**config.mk**
```make
export PLATFORM = sky130hd
export DESIGN_NAME = wors_table
export DESIGN_NICKNAME = d
export VERILOG_FILES = /design/src/hw/rtl/window_overlap_range_search_top_defines.svh /design/src/hw/rtl/wors_pkg.sv /design/src/hw/rtl/wors_table.sv
export SDC_FILE = /design/constraint.sdc
export NUM_CORES = 2
export LEC_CHECK = 0
export ABC_AREA = 1
export BUFFER_PORTS_ARGS = -buffer_cell sky130_fd_sc_hd__buf_2
export CELL_PAD_IN_SITES_DETAIL_PLACEMENT = 0
export CELL_PAD_IN_SITES_GLOBAL_PLACEMENT = 1
export CORE_UTILIZATION = 51
export CTS_CLUSTER_DIAMETER = 30
export CTS_CLUSTER_SIZE = 30
export DETAILED_ROUTE_END_ITERATION = 10
export HOLD_SLACK_MARGIN = 0.08
export PLACE_DENSITY = 0.77
export RECOVER_POWER = 100
export SLEW_MARGIN = 0
export SYNTH_ARGS = -nofsm -noshare
export SYNTH_HDL_FRONTEND = slang
export SYNTH_SLANG_ARGS = --single-unit
```
**constraint.sdc**
```tcl
create_clock -name clk_i -period 1.42 [get_ports clk_i]
set_input_delay 0.142 -clock clk_i [delete_from_list [all_inputs] [get_ports clk_i]]
set_output_delay 0.142 -clock clk_i [all_outputs]
set_load 0.05 [all_outputs]
```
**src/hw/rtl/window_overlap_range_search_top_defines.svh**
```systemverilog
// ----------------------------------------------------------------------------
// Window overlap range search: assertion macros
// Macros that wrap concurrent assertions on the top level's clock and reset.
// ----------------------------------------------------------------------------
`ifndef WINDOW_OVERLAP_RANGE_SEARCH_TOP_DEFINES_SVH
`define WINDOW_OVERLAP_RANGE_SEARCH_TOP_DEFINES_SVH

`ifndef SYNTH
// Checked outside reset only.
`define WORS_ASSERT(lbl, prop) \
  lbl: assert property (@(posedge clk_i) disable iff (!rst_ni) prop) \
    else $error("wors assertion failed");
// Checked at every edge, also while reset is applied.
`define WORS_ASSERT_ALWAYS(lbl, prop) \
  lbl: assert property (@(posedge clk_i) prop) \
    else $error("wors assertion failed");
`else
`define WORS_ASSERT(lbl, prop)
`define WORS_ASSERT_ALWAYS(lbl, prop)
`endif

`endif

```
**src/hw/rtl/wors_pkg.sv**
```systemverilog
// ----------------------------------------------------------------------------
// Window overlap range search package
// Sizes, codes and the item types shared by the search block's modules.
// ----------------------------------------------------------------------------
package wors_pkg;

  localparam int MaxEntries = 64;
  localparam int EntW       = $clog2(MaxEntries);
  localparam int IdxW       = $clog2(MaxEntries + 1);
  // One search cell per halving of the interval.
  localparam int NumSteps   = IdxW;
  localparam int CntW       = 7;
  localparam int SlotW      = 6;
  localparam int PosW       = 20;
  localparam int EndW       = PosW + 1;
  localparam int AddrW      = 3;
  localparam int DataW      = 32;

  typedef enum logic {
    FuncLoad  = 1'b0,
    FuncQuery = 1'b1
  } func_e;

  typedef enum logic {
    RegEntryCount = 1'b0
  } reg_e;

  typedef struct packed {
    func_e             func;
    logic [SlotW-1:0]  entry_index;
    logic [PosW-1:0]   entry_offset;
    logic [PosW-1:0]   entry_length;
    logic [PosW-1:0]   query_start;
    logic [PosW-1:0]   query_end;
  } req_t;

  typedef struct packed {
    logic [CntW-1:0] first_index;
    logic [CntW-1:0] past_last_index;
  } res_t;

  // State of both searches as it moves from cell to cell.
  typedef struct packed {
    logic [IdxW-1:0] first_lo;
    logic [IdxW-1:0] first_hi;
    logic [IdxW-1:0] past_lo;
    logic [IdxW-1:0] past_hi;
    logic [PosW-1:0] query_start;
    logic [PosW-1:0] query_end;
  } probe_t;

endpackage

```
**src/hw/rtl/wors_table.sv**
```systemverilog
// ----------------------------------------------------------------------------
// Window overlap range search: span table
// Holds the spans, writes loads, launches queries and reads one end and one
// offset per cycle for the active search cell.
// ----------------------------------------------------------------------------
module wors_table (
  input  logic                      clk_i,
  input  logic                      rst_ni,
  input  logic                      load_i,
  input  logic                      query_i,
  input  wors_pkg::req_t            req_i,
  input  logic [wors_pkg::IdxW-1:0] count_i,
  input  logic                      rd_en_i,
  input  logic [wors_pkg::EntW-1:0] end_addr_i,
  input  logic [wors_pkg::EntW-1:0] ofs_addr_i,
  output logic [wors_pkg::EndW-1:0] end_rd_o,
  output logic [wors_pkg::PosW-1:0] ofs_rd_o,
  output logic                      valid_o,
  output wors_pkg::probe_t          probe_o
);

  logic [wors_pkg::PosW-1:0] ofs_q [wors_pkg::MaxEntries];
  logic [wors_pkg::EndW-1:0] end_q [wors_pkg::MaxEntries];
  logic [wors_pkg::EntW-1:0] wr_idx;
  logic                      wr_ok;
  logic                      valid_q;
  logic [wors_pkg::EndW-1:0] end_rd_q;
  logic [wors_pkg::PosW-1:0] ofs_rd_q;
  wors_pkg::probe_t          probe_d, probe_q;

  assign wr_idx = wors_pkg::EntW'(req_i.entry_index);
  assign wr_ok  = int'(req_i.entry_index) < wors_pkg::MaxEntries;

  // Loads are taken only while no search runs, so a write never meets a read.
  always_ff @(posedge clk_i) begin
    if (load_i && wr_ok) begin
      ofs_q[wr_idx] <= req_i.entry_offset;
      end_q[wr_idx] <= {1'b0, req_i.entry_offset} + {1'b0, req_i.entry_length};
    end
    if (rd_en_i) begin
      end_rd_q <= end_q[end_addr_i];
      ofs_rd_q <= ofs_q[ofs_addr_i];
    end
  end

  always_comb begin
    probe_d             = '0;
    probe_d.first_hi    = count_i;
    probe_d.past_hi     = count_i;
    probe_d.query_start = req_i.query_start;
    probe_d.query_end   = req_i.query_end;
  end

  always_ff @(posedge clk_i or negedge rst_ni) begin
    if (!rst_ni) begin
      valid_q <= 1'b0;
    end else begin
      valid_q <= query_i;
    end
  end

  always_ff @(posedge clk_i) begin
    if (query_i) begin
      probe_q <= probe_d;
    end
  end

  assign valid_o  = valid_q;
  assign probe_o  = probe_q;
  assign end_rd_o = end_rd_q;
  assign ofs_rd_o = ofs_rd_q;

endmodule

```
After elaboration in Yosys (flattened, before gate mapping)

Memory sizes are Yosys's and may differ from the RTL's. A register that Yosys moved wholly into a read port is not among the register bits.
Cells that the tools add are included.

$add $sub $neg: 1
Multiply operators: 0
Divide/modulo/power cells: 0
Order comparisons: 0
Eq/ne operators: 0
Shifts and indexed selects: 0
Multiplexer cells: 2
Bitwise logic cells: 0
Reduce and logical (&&, ||, !) cells: 0

Operators by type and width:

| cell             | number |
|---|---|
| $add A20 B20 Y21 | 1 |
| $mux W1          | 2 |

Bits in registers: 48
Bits in latches: 0
Bits in writable memories: 2624
ROM bits: 0
Input port bits: 111
Output and inout port bits: 110
Memories kept: 2

Memories:

| name  | words | bits a word | read ports | clocked after memory_dff | wr ports | line             | source |
|---|---|---|---|---|---|---|---|
| end_q | 64    | 21          | 1          | 1                        | 1        | wors_table.sv:23 | `logic [wors_pkg::EndW-1:0] end_q [wors_pkg::MaxEntries];` |
| ofs_q | 64    | 20          | 1          | 1                        | 1        | wors_table.sv:22 | `logic [wors_pkg::PosW-1:0] ofs_q [wors_pkg::MaxEntries];` |

Logic depth before layout (Yosys ltp)

Word-level depth: 2
Mapped depth: 13
Depth with buffers taken out: 11

Least setup slack after synthesis

No wires, ideal clock.

Path kind: in2reg
Start: input req_i[40] (netlist name)
End: memory end_q[0][20] (netlist name), data pin
Library setup time: 0.702 ns
Arrival time: 3.801 ns
Path slack: -3.082 ns
Cell stages on the path: 10
Path buffers: 0
Path through: ha_1 > inv_1 > fa_1 > inv_1 > nand3_1 > nand2_1 > nand3_1 > nand2_1 > a21oi_1 > o21ai_0

Longest elaborated chain between the ends: 1

RTL lines:

| what             | line             | source |
|---|---|---|
| start, declared  | wors_table.sv:11 | `input wors_pkg::req_t req_i,` |
| $add A20 B20 Y21 | wors_table.sv:38 | `end_q[wr_idx] <= {1'b0, req_i.entry_offset} + {1'b0, req_i.entry_length};` |
| end, declared    | wors_table.sv:23 |  |

Every way passes these cells.

Worst setup path in the final report

Start: register end_rd_q (netlist bit end_rd_o[6]), read port of end_q
End: output end_rd_o[6] (netlist name)

RTL lines:

| what            | line             | source |
|---|---|---|
| start, declared | wors_table.sv:27 | `logic [wors_pkg::EndW-1:0] end_rd_q;` |
| end, declared   | wors_table.sv:16 | `output logic [wors_pkg::EndW-1:0] end_rd_o,` |

No word-level cell between the ends.

==> results.json <==
{
  "clockBufferDepth": 4,
  "drtIter0Drc": 8362,
  "p_switching_w": 0.0517,
  "die_x_um": 465,
  "wire_per_inst_um": 24.4,
  "num-fill-cells": 15000,
  "synth_largest_area_cell": "edfxtp_1",
  "grt-ovfl-total": 0,
  "wl_met3_um": 31400,
  "yosysTopAreaCellShare_pct": 74.3,
  "grt_max_degree": 65,
  "cts-root-buf": "clkbuf_16",
  "setup_slack_ps": -501,
  "fin_crit_sh_pct": 135,
  "first_pass_iters": 6,
  "dpl_cell_area_sq_um": 122000,
  "preCtsSetupSlack_ps": -951,
  "ir_drop_mv": 1.40,
  "outcome": "finished, violations left",
  "grt_first_pass_wirelength_um": 478000,
  "fin_nets": 10300,
  "met2_length_um": 156000,
  "path_buf_inv": 1,
  "clock-sinks": 2713,
  "drive_above_1_share_pct": 21.9,
  "syn-mean-instance-area_sq_um": 12.0,
  "worstSkewPairLatency_ps": 1020,
  "drt-vias-per-instance": 5.75,
  "setup_violations": 2041,
  "syn_area_sq_um": 110000,
  "io_pins": 221,
  "dieArea_sq_um": 217000,
  "synth-edff-count": 2712,
  "cp-end-kind": "output pin",
  "portBuffers": 205,
  "pwr-share-comb_pct": 7.9,
  "ant_nets": 0,
  "core_area_sq_um": 213000,
  "finalHoldViolCount": 0,
  "cp_cell_sequence": "buf_6",
  "violations": "capacitance limit, slew limit, setup timing",
  "syn_inst": 9126,
  "place.detailed.hpwl_um": 190000,
  "worst_pin_slew_ps": 1520,
  "hold-worst-slack_ps": 5.70,
  "p_int_w": 0.175,
  "grt_use_total_pct": 29.8,
  "fp.dieH_um": 465,
  "htreeDepth": 5,
  "top_layer_used": "met5",
  "ys_seq_area_share_pct": 74.4,
  "numCtsBuffers": 494,
  "synthArstFlopShare_pct": 0.0369,
  "fin_util_pct": 66.7,
  "via_count": 77200,
  "gp_congestion": 0.862,
  "cp_slowest_cell": "edfxtp_1",
  "clockPowerShare_pct": 51.9,
  "ys_seq_elements": 2713,
  "synthTopCellsByArea": "edfxtp_1 (74%), nand2_1 (12%), nand3_1 (10%)",
  "max_stage_delay_ps": 550,
  "cp.required_ps": 1280,
  "start_kind": "register",
  "path_class": "reg -> out",
  "max_slew_margin_pct": -1.29,
  "sequentialPowerShare_pct": 40.2,
  "rrSetupSlack_ps": -30,
  "hp-class": "in -> reg",
  "timing.fmax_mhz": 521,
  "power.density_nw_per_um2": 1600,
  "ys.flop_type": "edfxtp_1",
  "rsz0062_at_grt": "true",
  "fin_worst_skew_ps": 55.4,
  "area_growth_pct": 29.6,
  "num_rows": 169,
  "crit_arrival_ps": 1780,
  "routed_wl_um": 328000,
  "yosys_warnings": 0,
  "cts_tree": "done",
  "start_util_pct": 51.5,
  "grt_pass1_vias": 74600,
  "swShare_pct": 22.8,
  "fin_crit_ps": 1920,
  "yosys.cell_types.count": 32,
  "final_cell_area_sq_um": 142000,
  "cp_max_fo": 1,
  "power.leakage_nw": 53.2,
  "antenna_found_initial": 18,
  "drc": 0,
  "report.final.slew_viol_count": 42,
  "wl_met1_um": 130000,
  "cap_violations": 1,
  "clk_pin_slew_ps": 50,
  "cp_top_family": "flip-flops"
}
==> final timing paths <==
path,startpoint,endpoint,cells after the start
max reg2reg,ofs_q[27][0],ofs_rd_o[0],8
max,end_rd_o[6],end_rd_o[6],1
max in group asynchronous,rst_ni,valid_o,4
min,req_i[53],end_q[19][13],5
min reg2reg,ofs_q[0][14],ofs_rd_o[14],8
min in group asynchronous,rst_ni,valid_o,4
==> metrics by stage <==
stage	instances	total power, W	setup TNS (ps)
after floorplan	9139	0.101	-2931480
after global placement	12400	0.108	-1282270
after detailed placement	12400	0.109	-1355740
after CTS	13400	0.227	-362330
after global routing	13400	0.233	-463930
final	13400	0.227	-337140
==> registers in the layout (all words and copies together), names as in the netlist <==
name	count
ofs_rd_o	20
end_rd_o	21
valid_o	1
end_q	1344
ofs_q	1280
probe_o	47
==> power by group through the flow <==
stage / logic [W] / clock network [W] / registers, W
after floorplan: 0.00751 / 0 / 0.0935
after global placement: 0.0157 / 0 / 0.0928
after detailed placement: 0.0159 / 0 / 0.0928
after CTS: 0.0170 / 0.119 / 0.0914
after global routing: 0.0190 / 0.122 / 0.0914
final: 0.0179 / 0.118 / 0.0914
==> repair_timing <==
| action | in CTS | in global routing |
|---|---|---|
| resized for setup | 362 | 435 |
| hold buffers | 148 | 9 |
| endpoints found under the hold margin | 4223 | 576 |
| setup endpoints to repair | 133 | 1339 |
| buffers inserted | 0 | 4 |
| pin swaps | 42 | 280 |
| cloned | 0 | 6 |
==> cells in the mapped netlist (2+ instances only) <==
cell,number
clkinv_1,2
xor2_1,9
clkbuf_1,103
ha_1,20
buf_6,11
a21oi_1,25
nand4_1,12
buf_4,85
inv_1,33
nand2_1,3375
xnor2_1,4
edfxtp_1,2712
inv_2,5
buf_2,348
nand3_1,2234
nor3_1,3
o21ai_0,12
nor2_1,77
buf_1,43
==> per-layer routing <==
| layer | GRT usage [%] | up-vias |
|---|---|---|
| li1 | - | 34600 |
| met1 | 40.8 | 37900 |
| met2 | 47.9 | 3953 |
| met3 | 5.24 | 656 |
| met4 | 10.8 | 6 |
| met5 | 0 | - |
==> placed cells by master (no fill, tap or decap), types with 4 or more instances in the layout <==
cell type,n
inv_8,5
bufinv_16,82
nor2_2,27
nand3_1,1940
inv_6,26
clkbuf_1,61
nand4_1,12
nor2_1,47
nand2_1,3198
inv_1,29
clkinvlp_4,62
clkbuf_2,48
a21oi_2,6
a21oi_1,16
clkbuf_4,42
clkinv_4,38
nand2_2,153
diode_2,4
buf_12,187
dlygate4sd3_1,142
clkinv_2,74
ha_4,8
nand3_4,92
clkinv_1,77
nand3_2,202
nand2_4,23
ha_1,9
buf_4,459
edfxtp_1,2712
xor2_4,8
buf_6,151
buf_2,88
buf_8,6
conb_1,14
clkbuf_16,505
o21ai_0,8
==> final cells by class <==
type	count	area (sq um)	share of cell area (%)
Antenna cell	4	10.0	0.00705
Clock buffer	547	12700	8.92
Clock inverter	359	4190	2.95
Inverter	41	205	0.145
Multi-Input combinational cell	5795	28200	19.8
Sequential cell	2713	81500	57.4
Tap cell	2821	3530	2.49
Timing Repair Buffer	1150	11700	8.25
==> cell families (layout without fill, tap and decap cells) <==
group,Yosys count,after routing,share of synthesized area [%]
simple gates,5703,5703,22.1
buf+inv,631,2097,2.93
other cells,1,18,0.00342
compound gates,44,44,0.216
xor+xnor,13,13,0.104
flops,2713,2713,74.4
fa+ha+maj,21,21,0.247
Power figures use the tool's default switching activity.
