[config.mk]
export PLATFORM = sky130hd
export DESIGN_NAME = wors_cell
export DESIGN_NICKNAME = d
export VERILOG_FILES = /design/src/hw/rtl/window_overlap_range_search_top_defines.svh /design/src/hw/rtl/wors_pkg.sv /design/src/hw/rtl/wors_cell.sv
export SDC_FILE = /design/constraint.sdc
export NUM_CORES = 1
export LEC_CHECK = 0
export BUFFER_PORTS_ARGS = -buffer_cell sky130_fd_sc_hd__buf_2
export CORE_AREA = 10 10 137 139
export CTS_CLUSTER_DIAMETER = 50
export DETAILED_ROUTE_END_ITERATION = 10
export DIE_AREA = 0 0 147 149
export GPL_TIMING_DRIVEN = 0
export HOLD_SLACK_MARGIN = 0.12
export PLACE_DENSITY = 0.74
export REMOVE_ABC_BUFFERS = 1
export SKIP_CTS_REPAIR_TIMING = 1
export SLEW_MARGIN = 20
export SYNTH_ARGS = -nofsm -noshare
export SYNTH_HDL_FRONTEND = slang
export SYNTH_SLANG_ARGS = --single-unit
[constraint.sdc]
create_clock -name clk_i -period 3.5 [get_ports clk_i]
set_clock_uncertainty 0.1 [all_clocks]
set_input_delay 0 -clock clk_i [delete_from_list [all_inputs] [get_ports clk_i]]
set_output_delay 0 -clock clk_i [all_outputs]
set_load 0.005 [all_outputs]
[src/hw/rtl/window_overlap_range_search_top_defines.svh]
// ----------------------------------------------------------------------------
// Window overlap range search: assertion macros
// Macros that wrap concurrent assertions on the top level's clock and reset.
// ----------------------------------------------------------------------------
`ifndef WINDOW_OVERLAP_RANGE_SEARCH_TOP_DEFINES_SVH
`define WINDOW_OVERLAP_RANGE_SEARCH_TOP_DEFINES_SVH

`ifndef SYNTH
// Checked outside reset only.
`define WORS_ASSERT(lbl, prop) \
  lbl: assert property (@(posedge clk_i) disable iff (!rst_ni) prop) \
    else $error("wors assertion failed");
// Checked at every edge, also while reset is applied.
`define WORS_ASSERT_ALWAYS(lbl, prop) \
  lbl: assert property (@(posedge clk_i) prop) \
    else $error("wors assertion failed");
`else
`define WORS_ASSERT(lbl, prop)
`define WORS_ASSERT_ALWAYS(lbl, prop)
`endif

`endif

[src/hw/rtl/wors_pkg.sv]
// ----------------------------------------------------------------------------
// Window overlap range search package
// Sizes, codes and the item types shared by the search block's modules.
// ----------------------------------------------------------------------------
package wors_pkg;

  localparam int MaxEntries = 64;
  localparam int EntW       = $clog2(MaxEntries);
  localparam int IdxW       = $clog2(MaxEntries + 1);
  // One search cell per halving of the interval.
  localparam int NumSteps   = IdxW;
  localparam int CntW       = 7;
  localparam int SlotW      = 6;
  localparam int PosW       = 20;
  localparam int EndW       = PosW + 1;
  localparam int AddrW      = 3;
  localparam int DataW      = 32;

  typedef enum logic {
    FuncLoad  = 1'b0,
    FuncQuery = 1'b1
  } func_e;

  typedef enum logic {
    RegEntryCount = 1'b0
  } reg_e;

  typedef struct packed {
    func_e             func;
    logic [SlotW-1:0]  entry_index;
    logic [PosW-1:0]   entry_offset;
    logic [PosW-1:0]   entry_length;
    logic [PosW-1:0]   query_start;
    logic [PosW-1:0]   query_end;
  } req_t;

  typedef struct packed {
    logic [CntW-1:0] first_index;
    logic [CntW-1:0] past_last_index;
  } res_t;

  // State of both searches as it moves from cell to cell.
  typedef struct packed {
    logic [IdxW-1:0] first_lo;
    logic [IdxW-1:0] first_hi;
    logic [IdxW-1:0] past_lo;
    logic [IdxW-1:0] past_hi;
    logic [PosW-1:0] query_start;
    logic [PosW-1:0] query_end;
  } probe_t;

endpackage

[src/hw/rtl/wors_cell.sv]
// ----------------------------------------------------------------------------
// Window overlap range search: search cell
// One halving step of both lower-bound searches: first the table is read at
// both midpoints, then the results are compared and registered toward the next cell.
// ----------------------------------------------------------------------------
module wors_cell (
  input  logic                      clk_i,
  input  logic                      rst_ni,
  input  logic                      valid_i,
  input  wors_pkg::probe_t          probe_i,
  input  logic [wors_pkg::EndW-1:0] end_rd_i,
  input  logic [wors_pkg::PosW-1:0] ofs_rd_i,
  output logic [wors_pkg::EntW-1:0] end_addr_o,
  output logic [wors_pkg::EntW-1:0] ofs_addr_o,
  output logic                      wait_o,
  output logic                      valid_o,
  output wors_pkg::probe_t          probe_o
);

  logic [wors_pkg::IdxW-1:0] f_mid, p_mid;
  logic [wors_pkg::IdxW-1:0] f_mid_q, p_mid_q;
  logic                      wait_q, valid_q;
  wors_pkg::probe_t          hold_q;
  wors_pkg::probe_t          probe_d, probe_q;

  always_comb begin
    f_mid   = probe_i.first_lo + ((probe_i.first_hi - probe_i.first_lo) >> 1);
    p_mid   = probe_i.past_lo + ((probe_i.past_hi - probe_i.past_lo) >> 1);
    probe_d = hold_q;
    // A finished search (lo equal to hi) passes through untouched.
    if (hold_q.first_lo < hold_q.first_hi) begin
      if (end_rd_i <= {1'b0, hold_q.query_start}) begin
        probe_d.first_lo = f_mid_q + wors_pkg::IdxW'(1);
      end else begin
        probe_d.first_hi = f_mid_q;
      end
    end
    if (hold_q.past_lo < hold_q.past_hi) begin
      if (ofs_rd_i < hold_q.query_end) begin
        probe_d.past_lo = p_mid_q + wors_pkg::IdxW'(1);
      end else begin
        probe_d.past_hi = p_mid_q;
      end
    end
  end

  // Only the active cell drives a nonzero address onto the shared read port.
  assign end_addr_o = valid_i ? f_mid[wors_pkg::EntW-1:0] : '0;
  assign ofs_addr_o = valid_i ? p_mid[wors_pkg::EntW-1:0] : '0;

  always_ff @(posedge clk_i or negedge rst_ni) begin
    if (!rst_ni) begin
      wait_q  <= 1'b0;
      valid_q <= 1'b0;
    end else begin
      wait_q  <= valid_i;
      valid_q <= wait_q;
    end
  end

  always_ff @(posedge clk_i) begin
    if (valid_i) begin
      hold_q  <= probe_i;
      f_mid_q <= f_mid;
      p_mid_q <= p_mid;
    end
    if (wait_q) begin
      probe_q <= probe_d;
    end
  end

  assign wait_o  = wait_q;
  assign valid_o = valid_q;
  assign probe_o = probe_q;

endmodule

; After elaboration in Yosys (flattened, before gate mapping)
; Index checks and enable logic that the tools add are counted.
[word_totals]
ff_bits = 152
latchBits = 0
mem_bits_rw = 0
rom_bits = 0
input_bits = 112
output_inout_bits = 82
wordCells = 34
n_memories = 0
[classes]
addsub = 6
multipliers = 0
n_div = 0
n_lt_le_gt_ge = 4
n_eq_ne = 0
shifts = 0
muxes = 8
bitwise = 0
n_reduce_logical = 0
[ops]
columns = operator, count
row1 = 2-to-1 mux 14 bit, 2
row2 = 2-to-1 mux 7 bit, 4
row3 = less-or-equal comparator 21 x 20 -> 1 bit, 1
row4 = less-than comparator 20 bit, 1
row5 = adder 7 x 1 -> 7 bit (second input constant), 2
row6 = adder 7 x 6 -> 7 bit, 2
row7 = less-than comparator 7 bit, 2
row8 = subtractor 7 bit, 2
row9 = 2-to-1 mux 6 bit, 2

; Longest topological paths before layout
; Gate-level depths: netlist of the first run.
[depth]
word_depth = 3
ltp_mapped = 12

; Worst setup path after synthesis of the first run
; No wires, ideal clock.
[synth_timing]
path_type = flip-flop to flip-flop
from = register hold_q[38] (netlist bit)
to = register probe_q, in the netlist probe_o[56] (data pin)
setup_time_ns = 0.262
arrival_ns = 2.345
required_ns = 3.138
path_slack_ns = 0.793
stages_incl_launch_ff = 9
synth_period_minus_slack_ns = 2.707
path_cell_list = edfxtp_1 > inv_1 > ha_1 > nand4b_4 > or4_4 > nand2b_4 > and3_4 > a211oi_4 > mux2_1
[synth_rtl]
columns = item, line
row1 = start: declaration, wors_cell.sv:23  ; wors_pkg::probe_t hold_q;
row2 = start signal: assignment, wors_cell.sv:63  ; hold_q <= probe_i;
row3 = end signal: assignment, wors_cell.sv:68  ; probe_q <= probe_d;
row4 = end: declaration, wors_cell.sv:24  ; wors_pkg::probe_t probe_d, probe_q;

==> flow_summary.toml, run 1 <==
[global_routing]
use_met2_pct = 27.7
gr-usage-met1_pct = 16.4
grt_max_degree = 55
grt_use_total_pct = 15.2
top_usage_layer = "met2"
antenna_found_initial = 1
grt_pass1_wl_um = 26300
grt_pass1_vias = 5165
use_met3_pct = 4.76
grt.overflow.total = 0

[power_and_ir_drop]
clkPwrFrac_pct = 34.2
vdd_ir_drop_max_uv = 324
combPwrFrac_pct = 19.4
power_switching_mw = 1.25
total_leakage_power_nw = 4.42
powerDensity_nw_per_um2 = 512
swShare_pct = 24.5
p_seq_share_pct = 46.4
total_power_mw = 5.11
intPower_mw = 3.86

[cts]
cts_tree = "built"
cts_max_level = 4
cts_buffer_depth = 2
clk_root_buffer_cell = "clkbuf_16"
clk_latency_ps = 410
clk_pin_slew_ps = 60
numCtsBuffers = 17
cts.sinks = 152

[min_path]
holdPathEnd = "hold_q[37]$_DFFE_PP_"
holdPathStages = 2
hold_class = "primary input to register"
worstHoldStart = "probe_i[37]"

[routing]
finalWirelength_um = 17900
drt_iter0_drc = 179
antenna_left = 0
avgRoutedWirePerCell_um = 17.1
drc = 0
vias = 5045
drt_pass1_iterations = 4
viasPerCell = 4.84

[layout]
final_common_cell = "buf_2"
fin_area_um2 = 9980
multi_input_area_um2 = 2570
final_cell_mix = "buf_2 (192), edfxtp_1 (150), inv_1 (79), ha_1 (77), dlygate4sd3_1 (71)"
area_growth_pct = 34.5
regArea_um2 = 4560
fill_cells = 1234
nNetsFinal = 1004
layout-drive-gt1-share_pct = 29.4

[sta]
drv_slew = 0
fmaxAchievable_mhz = 329
finalCritPeriodShare_pct = 86.9
finalHoldViolations = 0
rsz0062_at_grt = "false"
setup_viol = 0
tightest_slew_ps = 860
fin_setup_tns_ps = 0
min_period_ps = 3040
slew_headroom_pct = 42.1

[die]
start_util_pct = 45.9
num_io_pins = 194
design.die.area_um2 = 21900
core-area_um2 = 16200
fp.dieH_um = 149
fp-row-count = 47
dieWidth_um = 147

[logic_synthesis]
ys_types = 40
ys_seq_area_share_pct = 61.4
syn_inst = 527
ys_warn_count = 0
syn_avg_cell_area_um2 = 14.1
netlist_area_um2 = 7420
synth-seq-cells = 152

[place]
place.gp.congestion = 0.876
portBuffers = 193
placed_cell_area_um2 = 8710
dp_hpwl_um = 13700

[setup_path]
crit_family = "simple AND/OR/NAND/NOR gates"
cp_data_required_time_ps = 3560
r2r_cells = 7
worst-endpoint-arrival_ps = 3110
timing.critical_path.buf_inv = 1
crit_path_start_kind = "register"
path_cells = "inv_1 -> ha_1 -> nand4_1 -> or3_1 -> or4_1 -> a41oi_4 -> mux2_2"
endpoint_kind = "register"
max_stage_delay_ps = 620
critPathMaxFanout = 7
reg2reg_to = "probe_o[42]$_DFFE_PP_"
rr_startpoint = "hold_q[18]$_DFFE_PP_"
crit_slowest_cell = "or4_1"
crit_type = "register to register"
r2r_slack_ps = 460

[run]
drv_cap = 0

[outcome]
status = "complete, no violations"
## logic make-up after synthesis
family	count (synthesis)	synth area share [%]
buffers and inverters	80	4.05
xor gates and xnor gates	30	3.54
DFF	152	61.4
AOI/OAI and AO/OA	71	6.22
and+or+nand+nor	85	6.61
adders and majority gates	81	14.1
muxes	28	4.18
## metal layers
metal | part of all wire, % | up-vias | routed length [µm]
met5 | 0 | - | 0
met2 | 53 | 131 | 9550
met1 | 40 | 2425 | 7110
met3 | 4.9 | 26 | 871
li1 | - | 2463 | -
met4 | 1.8 | 0 | 315
## through the flow
step	utilization (%)	hold slack, ps	setup slack (ps)	std cells
final	61.7	193	459	1042
after global routing	61.7	179	242	1042
after CTS	57.3	-759	489	970
after detailed placement	53.8	-311	508	941
after global placement	53.6	-311	545	939
after floorplan	-	-396	793	526
## power by group through the flow
stage | sequential [mW] | clock (mW) | combinational (mW)
2_1_floorplan | 2.39 | 0 | 0.532
3_3_place_gp | 2.41 | 0 | 0.863
3_5_place_dp | 2.41 | 0 | 0.922
4_1_cts | 2.37 | 1.79 | 0.933
5_1_grt | 2.39 | 1.86 | 1.11
6_report | 2.37 | 1.75 | 0.989
## layout make-up
cell class                 count  share of cell area, %
sequential                   152                   45.7
multi-input combinational    295                   25.7
timing repair buffer         266                   17.2
clock buffer                  17                   4.26
inverter                      79                   2.97
tap                          220                   2.76
clock inverter                12                   1.37
antenna                        1                 0.0251
## Yosys cell counts
library cell | n | area share [%]
nor3b_2 | 1 | 0.17
o21bai_1 | 4 | 0.40
and2_1 | 10 | 0.84
and3_1 | 2 | 0.17
nand3_1 | 10 | 0.67
edfxtp_1 | 150 | 61
a21oi_1 | 31 | 2.1
a31oi_1 | 2 | 0.17
or4_4 | 1 | 0.15
a41oi_4 | 1 | 0.37
nand4_1 | 5 | 0.42
nor2_1 | 15 | 0.76
nor4_2 | 2 | 0.34
mux2_2 | 10 | 1.5
dfrtp_1 | 2 | 0.67
nor2b_1 | 7 | 0.59
clkbuf_1 | 1 | 0.051
a221oi_1 | 1 | 0.12
o21a_1 | 2 | 0.20
or3_1 | 1 | 0.084
a211oi_4 | 2 | 0.54
nand2b_1 | 5 | 0.42
and3_4 | 1 | 0.15
fa_1 | 4 | 1.1
mux2i_1 | 4 | 0.54
a21boi_0 | 2 | 0.20
xor2_1 | 4 | 0.47
nor3b_1 | 2 | 0.20
xnor2_1 | 26 | 3.1
nand2b_4 | 1 | 0.19
nand2_1 | 19 | 0.96
mux2_1 | 14 | 2.1
ha_1 | 77 | 13
inv_1 | 79 | 4.0
o21ai_0 | 15 | 1.0
nand4b_4 | 1 | 0.32
nor3_1 | 1 | 0.067
a21o_1 | 9 | 0.91
a211oi_1 | 2 | 0.20
or4_1 | 1 | 0.10
## worst max path at each step
stage	slack (ps)	start	to	cells after the start
global route	240	probe_i[40]	ofs_addr_o[4]	13
finish	460	hold_q[18]$_DFFE_PP_	probe_o[42]$_DFFE_PP_	7
floorplan	790	hold_q[38]$_DFFE_PP_	probe_o[56]$_DFFE_PP_	8
detailed placement	510	hold_q[38]$_DFFE_PP_	probe_o[57]$_DFFE_PP_	8
CTS	490	hold_q[39]$_DFFE_PP_	probe_o[57]$_DFFE_PP_	8
global placement	540	hold_q[38]$_DFFE_PP_	probe_o[58]$_DFFE_PP_	8
## flip-flops by register name (all words and copies together) (netlist names)
name and count:
hold_q 68, probe_o 68, f_mid_q 7, p_mid_q 7, valid_o 1, wait_o 1
Note: power is estimated with default switching activity, not from simulation.
==> run 2: changes to the inputs <==
Settings changed: CORE_AREA 10 10 137 139 to 2 2 129 131, CTS_BUF_LIST set to sky130_fd_sc_hd__clkbuf_8, DIE_AREA 0 0 147 149 to 0 0 131 133.
==> run 2 against run 1 <==
Power down 8.7%; worst setup slack got worse by 51 ps; critical path depth is 6 higher; global-route usage is 2.6 points higher; wire length is 8.4% lower; clock-buffer cell count unchanged; maximum frequency shrank 1.7%; combinational power is 1% lower.
==> flow_summary.toml, run 2 (synthesized netlist as in run 1, its figures left out) <==
[place]
dp_hpwl_um = 11900
portBuffers = 193
post-place-ws_ps = 501
place.gp.congestion = 0.872

[sta]
fmaxAchievable_mhz = 323
setup_viol = 0
layout_setup_ws_ps = 408
drv_slew = 0
rsz0062_at_grt = "false"
slew_headroom_pct = 46.4
fin_setup_tns_ps = 0
finalHoldViolations = 0
tightest_slew_ps = 796
finalCritPeriodShare_pct = 88.4
timing.hold.ws_ps = 171
min_period_ps = 3090

[routing]
vias = 5052
avgRoutedWirePerCell_um = 15.7
antenna_left = 0
drt_pass1_iterations = 5
drc = 0
finalWirelength_um = 16300
drt_iter0_drc = 160
viasPerCell = 4.84

[global_routing]
grt_use_total_pct = 17.9
grt_pass1_wl_um = 23900
antenna_found_initial = 0
grt_max_degree = 55
grt_pass1_vias = 4931
grt.overflow.total = 0

[cts]
clk_latency_ps = 440
numCtsBuffers = 17
clk_root_buffer_cell = "clkbuf_8"
clk_pin_slew_ps = 80
cts_max_level = 4
cts_buffer_depth = 2
cts_tree = "built"
cts.sinks = 152

[setup_path]
max_stage_delay_ps = 560
rr_startpoint = "hold_q[38]$_DFFE_PP_"
endpoint_kind = "output pin"
timing.critical_path.buf_inv = 4
cp_data_required_time_ps = 3400
crit_type = "primary input to output pin"
path_cells = "dlygate4sd3_1 -> buf_2 -> nand2b_1 -> fa_1 -> xor2_1 -> inv_1 -> fa_1 -> nor2b_1 -> o21ai_0 -> a21boi_0 -> nor2_1 -> and2_1 -> buf_2"
r2r_cells = 8
r2r_slack_ps = 470
worst-endpoint-arrival_ps = 2990
crit_path_start_kind = "primary input"
crit_slowest_cell = "dlygate4sd3_1"
crit_family = "buffers and inverters"
critPathMaxFanout = 2
reg2reg_to = "probe_o[57]$_DFFE_PP_"

[power_and_ir_drop]
total_leakage_power_nw = 4.37
powerDensity_nw_per_um2 = 475
vdd_ir_drop_max_uv = 239
total_power_mw = 4.66

[layout]
layout-drive-gt1-share_pct = 29.6
final_core_util_pct = 60.7
antenna_cells = 0
final_cell_mix = "buf_2 (192), edfxtp_1 (150), inv_1 (82), ha_1 (77), dlygate4sd3_1 (71)"
area_growth_pct = 32.3
nNetsFinal = 1004
final_common_cell = "buf_2"

[run]
drv_cap = 0

[die]
dieWidth_um = 131
start_util_pct = 45.9
num_io_pins = 194
fp-row-count = 47
design.die.area_um2 = 17400
core-area_um2 = 16200
fp.dieH_um = 133

[min_path]
holdPathStages = 2
holdPathEnd = "hold_q[33]$_DFFE_PP_"
worstHoldStart = "probe_i[33]"
hold_class = "primary input to register"

[outcome]
status = "complete, no violations"
==> run 2: cell count changes in the layout (fill, tap and decap cells not counted), sizes merged <==
cell	before	now
clkinvlp	1	0
clkinv	8	7
inv	79	84
diode	1	0
==> run 2: worst max path at each step <==
stage / start / slack [ps] / cells after the start / endpoint
2_1_floorplan: hold_q[38]$_DFFE_PP_ / 790 / 8 / probe_o[56]$_DFFE_PP_
3_3_place_gp: hold_q[38]$_DFFE_PP_ / 550 / 8 / probe_o[58]$_DFFE_PP_
3_5_place_dp: hold_q[38]$_DFFE_PP_ / 500 / 8 / probe_o[57]$_DFFE_PP_
4_1_cts: hold_q[18]$_DFFE_PP_ / 490 / 7 / probe_o[42]$_DFFE_PP_
5_1_grt: probe_i[54] / 160 / 15 / end_addr_o[5]
6_report: probe_i[54] / 410 / 13 / end_addr_o[4]
==> run 2: layer usage <==
layer | global-route usage, % | part of all wire [%]
met1 | 21.2 | 41
met2 | 31.3 | 53
met3 | 4.37 | 4.0
met4 | 6.38 | 1.9
met5 | 0 | 0
==> run 2: per-stage QoR <==
stage | instance area (µm²) | cells
2_1_floorplan | 7420 | 526
3_3_place_gp | 8660 | 939
3_5_place_dp | 8710 | 941
4_1_cts | 9110 | 973
5_1_grt | 9820 | 1044
6_report | 9820 | 1044
==> run 2: power by group <==
part	total, mW	leakage (nW)	switching (mW)	internal [mW]
logic	0.978	2.66	0.479	0.499
clock network	1.32	0.215	0.624	0.695
registers	2.37	1.49	0.109	2.26
total	4.66	4.37	1.21	3.45
==> run 2: final cells by class <==
cell class	count	area, µm²
fillers	1264	6350
flip-flops and latches	152	4560
multi-input cells	295	2570
repair buffers	266	1730
inverters	79	297
well taps	220	275
clock buffers	17	234
clock inverters	15	160
==> run 3: changes to the inputs <==
Settings changed: ABC_AREA set to 1, CORE_AREA 2 2 129 131 to 2 2 131 133, DIE_AREA 0 0 131 133 to 0 0 133 135, PLACE_DENSITY 0.74 to 0.73.
==> run 3 against run 2 <==
Non-clock buffer count did not move; synthesized cell count grew 24%; critical path depth rose by 3; via count increased by 6.7%; hold slack worse by 16 ps; worst setup slack better by 53 ps; synthesized area up 3.2%; power increased by 1.9%; sequential power about the same; sequential share of layout area decreased by 1.1 points; design area is 2.3% higher.
==> flow_summary.toml, run 3 <==
[routing]
antenna_left = 0
drt_pass1_iterations = 4
finalWirelength_um = 15900
viasPerCell = 4.60
drc = 0
drt_iter0_drc = 260
avgRoutedWirePerCell_um = 13.6
vias = 5389

[setup_path]
crit_type = "primary input to output pin"
endpoint_kind = "output pin"
worst-endpoint-arrival_ps = 2940
cp_data_required_time_ps = 3400
critPathMaxFanout = 4
crit_path_start_kind = "primary input"

[min_path]
hold_class = "primary input to register"

[cts]
clk_pin_slew_ps = 80
cts_tree = "built"
cts.sinks = 152
clk_latency_ps = 450
numCtsBuffers = 17
cts_max_level = 4
clk_root_buffer_cell = "clkbuf_8"
cts_buffer_depth = 2

[die]
fp.dieH_um = 135
design.die.area_um2 = 18000
fp-row-count = 47
num_io_pins = 194
start_util_pct = 46.7
core-area_um2 = 16400
dieWidth_um = 133

[logic_synthesis]
synth_common_cells = "edfxtp_1 (150), inv_1 (127), nand2_1 (112)"
synth-edff-count = 150
syn_inst = 656
synthFlopType = "edfxtp_1"
ys_top_cells_by_area = "edfxtp_1 (59%), ha_1 (13%), inv_1 (6.2%)"
synth_most_common_cell = "edfxtp_1"
yosys.area.top_type = "edfxtp_1"
ys_warn_count = 0
ys_seq_area_share_pct = 59.5
synth-seq-cells = 152
netlist_area_um2 = 7660
synth_top_area_share_pct = 58.8
syn_avg_cell_area_um2 = 11.7
async_reset_ff_share_pct = 1.32
ys_types = 36

[power_and_ir_drop]
total_power_mw = 4.75
total_leakage_power_nw = 4.80
powerDensity_nw_per_um2 = 473
vdd_ir_drop_max_uv = 212

[layout]
final_cell_mix = "buf_2 (192), edfxtp_1 (150), inv_1 (128), nand2_1 (112), ha_1 (77)"
final_common_cell = "buf_2"
antenna_cells = 0
nNetsFinal = 1131
area_growth_pct = 31.2
layout-drive-gt1-share_pct = 27.2

[sta]
slew_headroom_pct = 62.3
min_period_ps = 3040
tightest_slew_ps = 565
setup_viol = 0
rsz0062_at_grt = "false"
drv_slew = 0
finalHoldViolations = 0
fin_setup_tns_ps = 0
finalCritPeriodShare_pct = 86.8
fmaxAchievable_mhz = 329

[place]
portBuffers = 193
dp_hpwl_um = 11700
place.gp.congestion = 0.795

[global_routing]
grt_max_degree = 52
grt_pass1_vias = 4947
grt_pass1_wl_um = 23600
grt.overflow.total = 0
antenna_found_initial = 0
grt_use_total_pct = 17.1

[outcome]
status = "complete, no violations"

[run]
drv_cap = 0
## run 3: kinds of logic (layout without fill, tap and decap cells)
family / after synthesis / after routing / synth area share (%)
fa+ha+maj: 81 / 81 / 13.6
xor+xnor: 30 / 30 / 3.43
flops: 152 / 152 / 59.5
compound gates: 61 / 61 / 4.90
simple gates: 200 / 200 / 11.8
buf+inv: 132 / 427 / 6.83
## run 3: worst max-delay path, cell delays in order
cell and delay (ps):
dlygate4sd3_1 520, buf_2 130, inv_1 50, ha_1 330, nand2_1 60, o21ai_0 300, xor2_1 180, inv_1 60
ha_1 320, a21oi_1 160, nand2_1 90, a21oi_1 170, o21bai_1 100, xor2_1 180, and2_1 160, buf_2 130
## run 3: worst paths after layout
path | to | from | depth (start not counted) | slack [ps]
max in group asynchronous | wait_o$_DFF_PN0_ | rst_ni | 3 | 2850
worst min-delay path | hold_q[14]$_DFFE_PP_ | probe_i[14] | 2 | 150
min in group asynchronous | valid_o$_DFF_PN0_ | rst_ni | 3 | 300
worst max register to register | probe_o[50]$_DFFE_PP_ | hold_q[44]$_DFFE_PP_ | 8 | 1350
worst min register to register | probe_o[1]$_DFFE_PP_ | hold_q[1]$_DFFE_PP_ | 0 | 350
worst max-delay path | ofs_addr_o[5] | probe_i[49] | 16 | 460
## run 3: cell type report
type / instances / area, µm²
timing repair buffer: 266 / 1730
multi-input combinational: 372 / 2580
tap: 220 / 275
fill: 1329 / 6360
inverter: 129 / 487
clock buffer: 17 / 234
sequential: 152 / 4560
clock inverter: 15 / 179
## run 3: metrics by stage
step                hold slack, ps  setup slack, ps  instances  cell area, µm²  utilization, %
global placement              -310              545       1066            8860            54.0
detailed placement            -310              956       1068            8930            54.4
global route                   142              211       1171           10000            61.3
finish                         155              461       1171           10000            61.3
CTS                           -821             1060       1100            9340            56.9
floorplan                     -396             1260        653            7620               -
## run 3: metal layers
metal | up-vias | share of wire, % | track usage (%) | routed length (µm)
li1 | 2758 | - | - | -
met1 | 2440 | 43 | 21.0 | 6870
met2 | 160 | 50 | 29.1 | 7860
met3 | 31 | 4.7 | 3.68 | 739
met4 | 0 | 2.6 | 7.53 | 413
met5 | - | 0 | 0 | 0
## run 3: power breakdown
| part | switching [mW] | internal, mW | total [mW] | leakage (nW) |
|---|---|---|---|---|
| clock network | 0.665 | 0.705 | 1.37 | 0.203 |
| logic | 0.557 | 0.463 | 1.02 | 3.10 |
| registers | 0.103 | 2.26 | 2.36 | 1.50 |
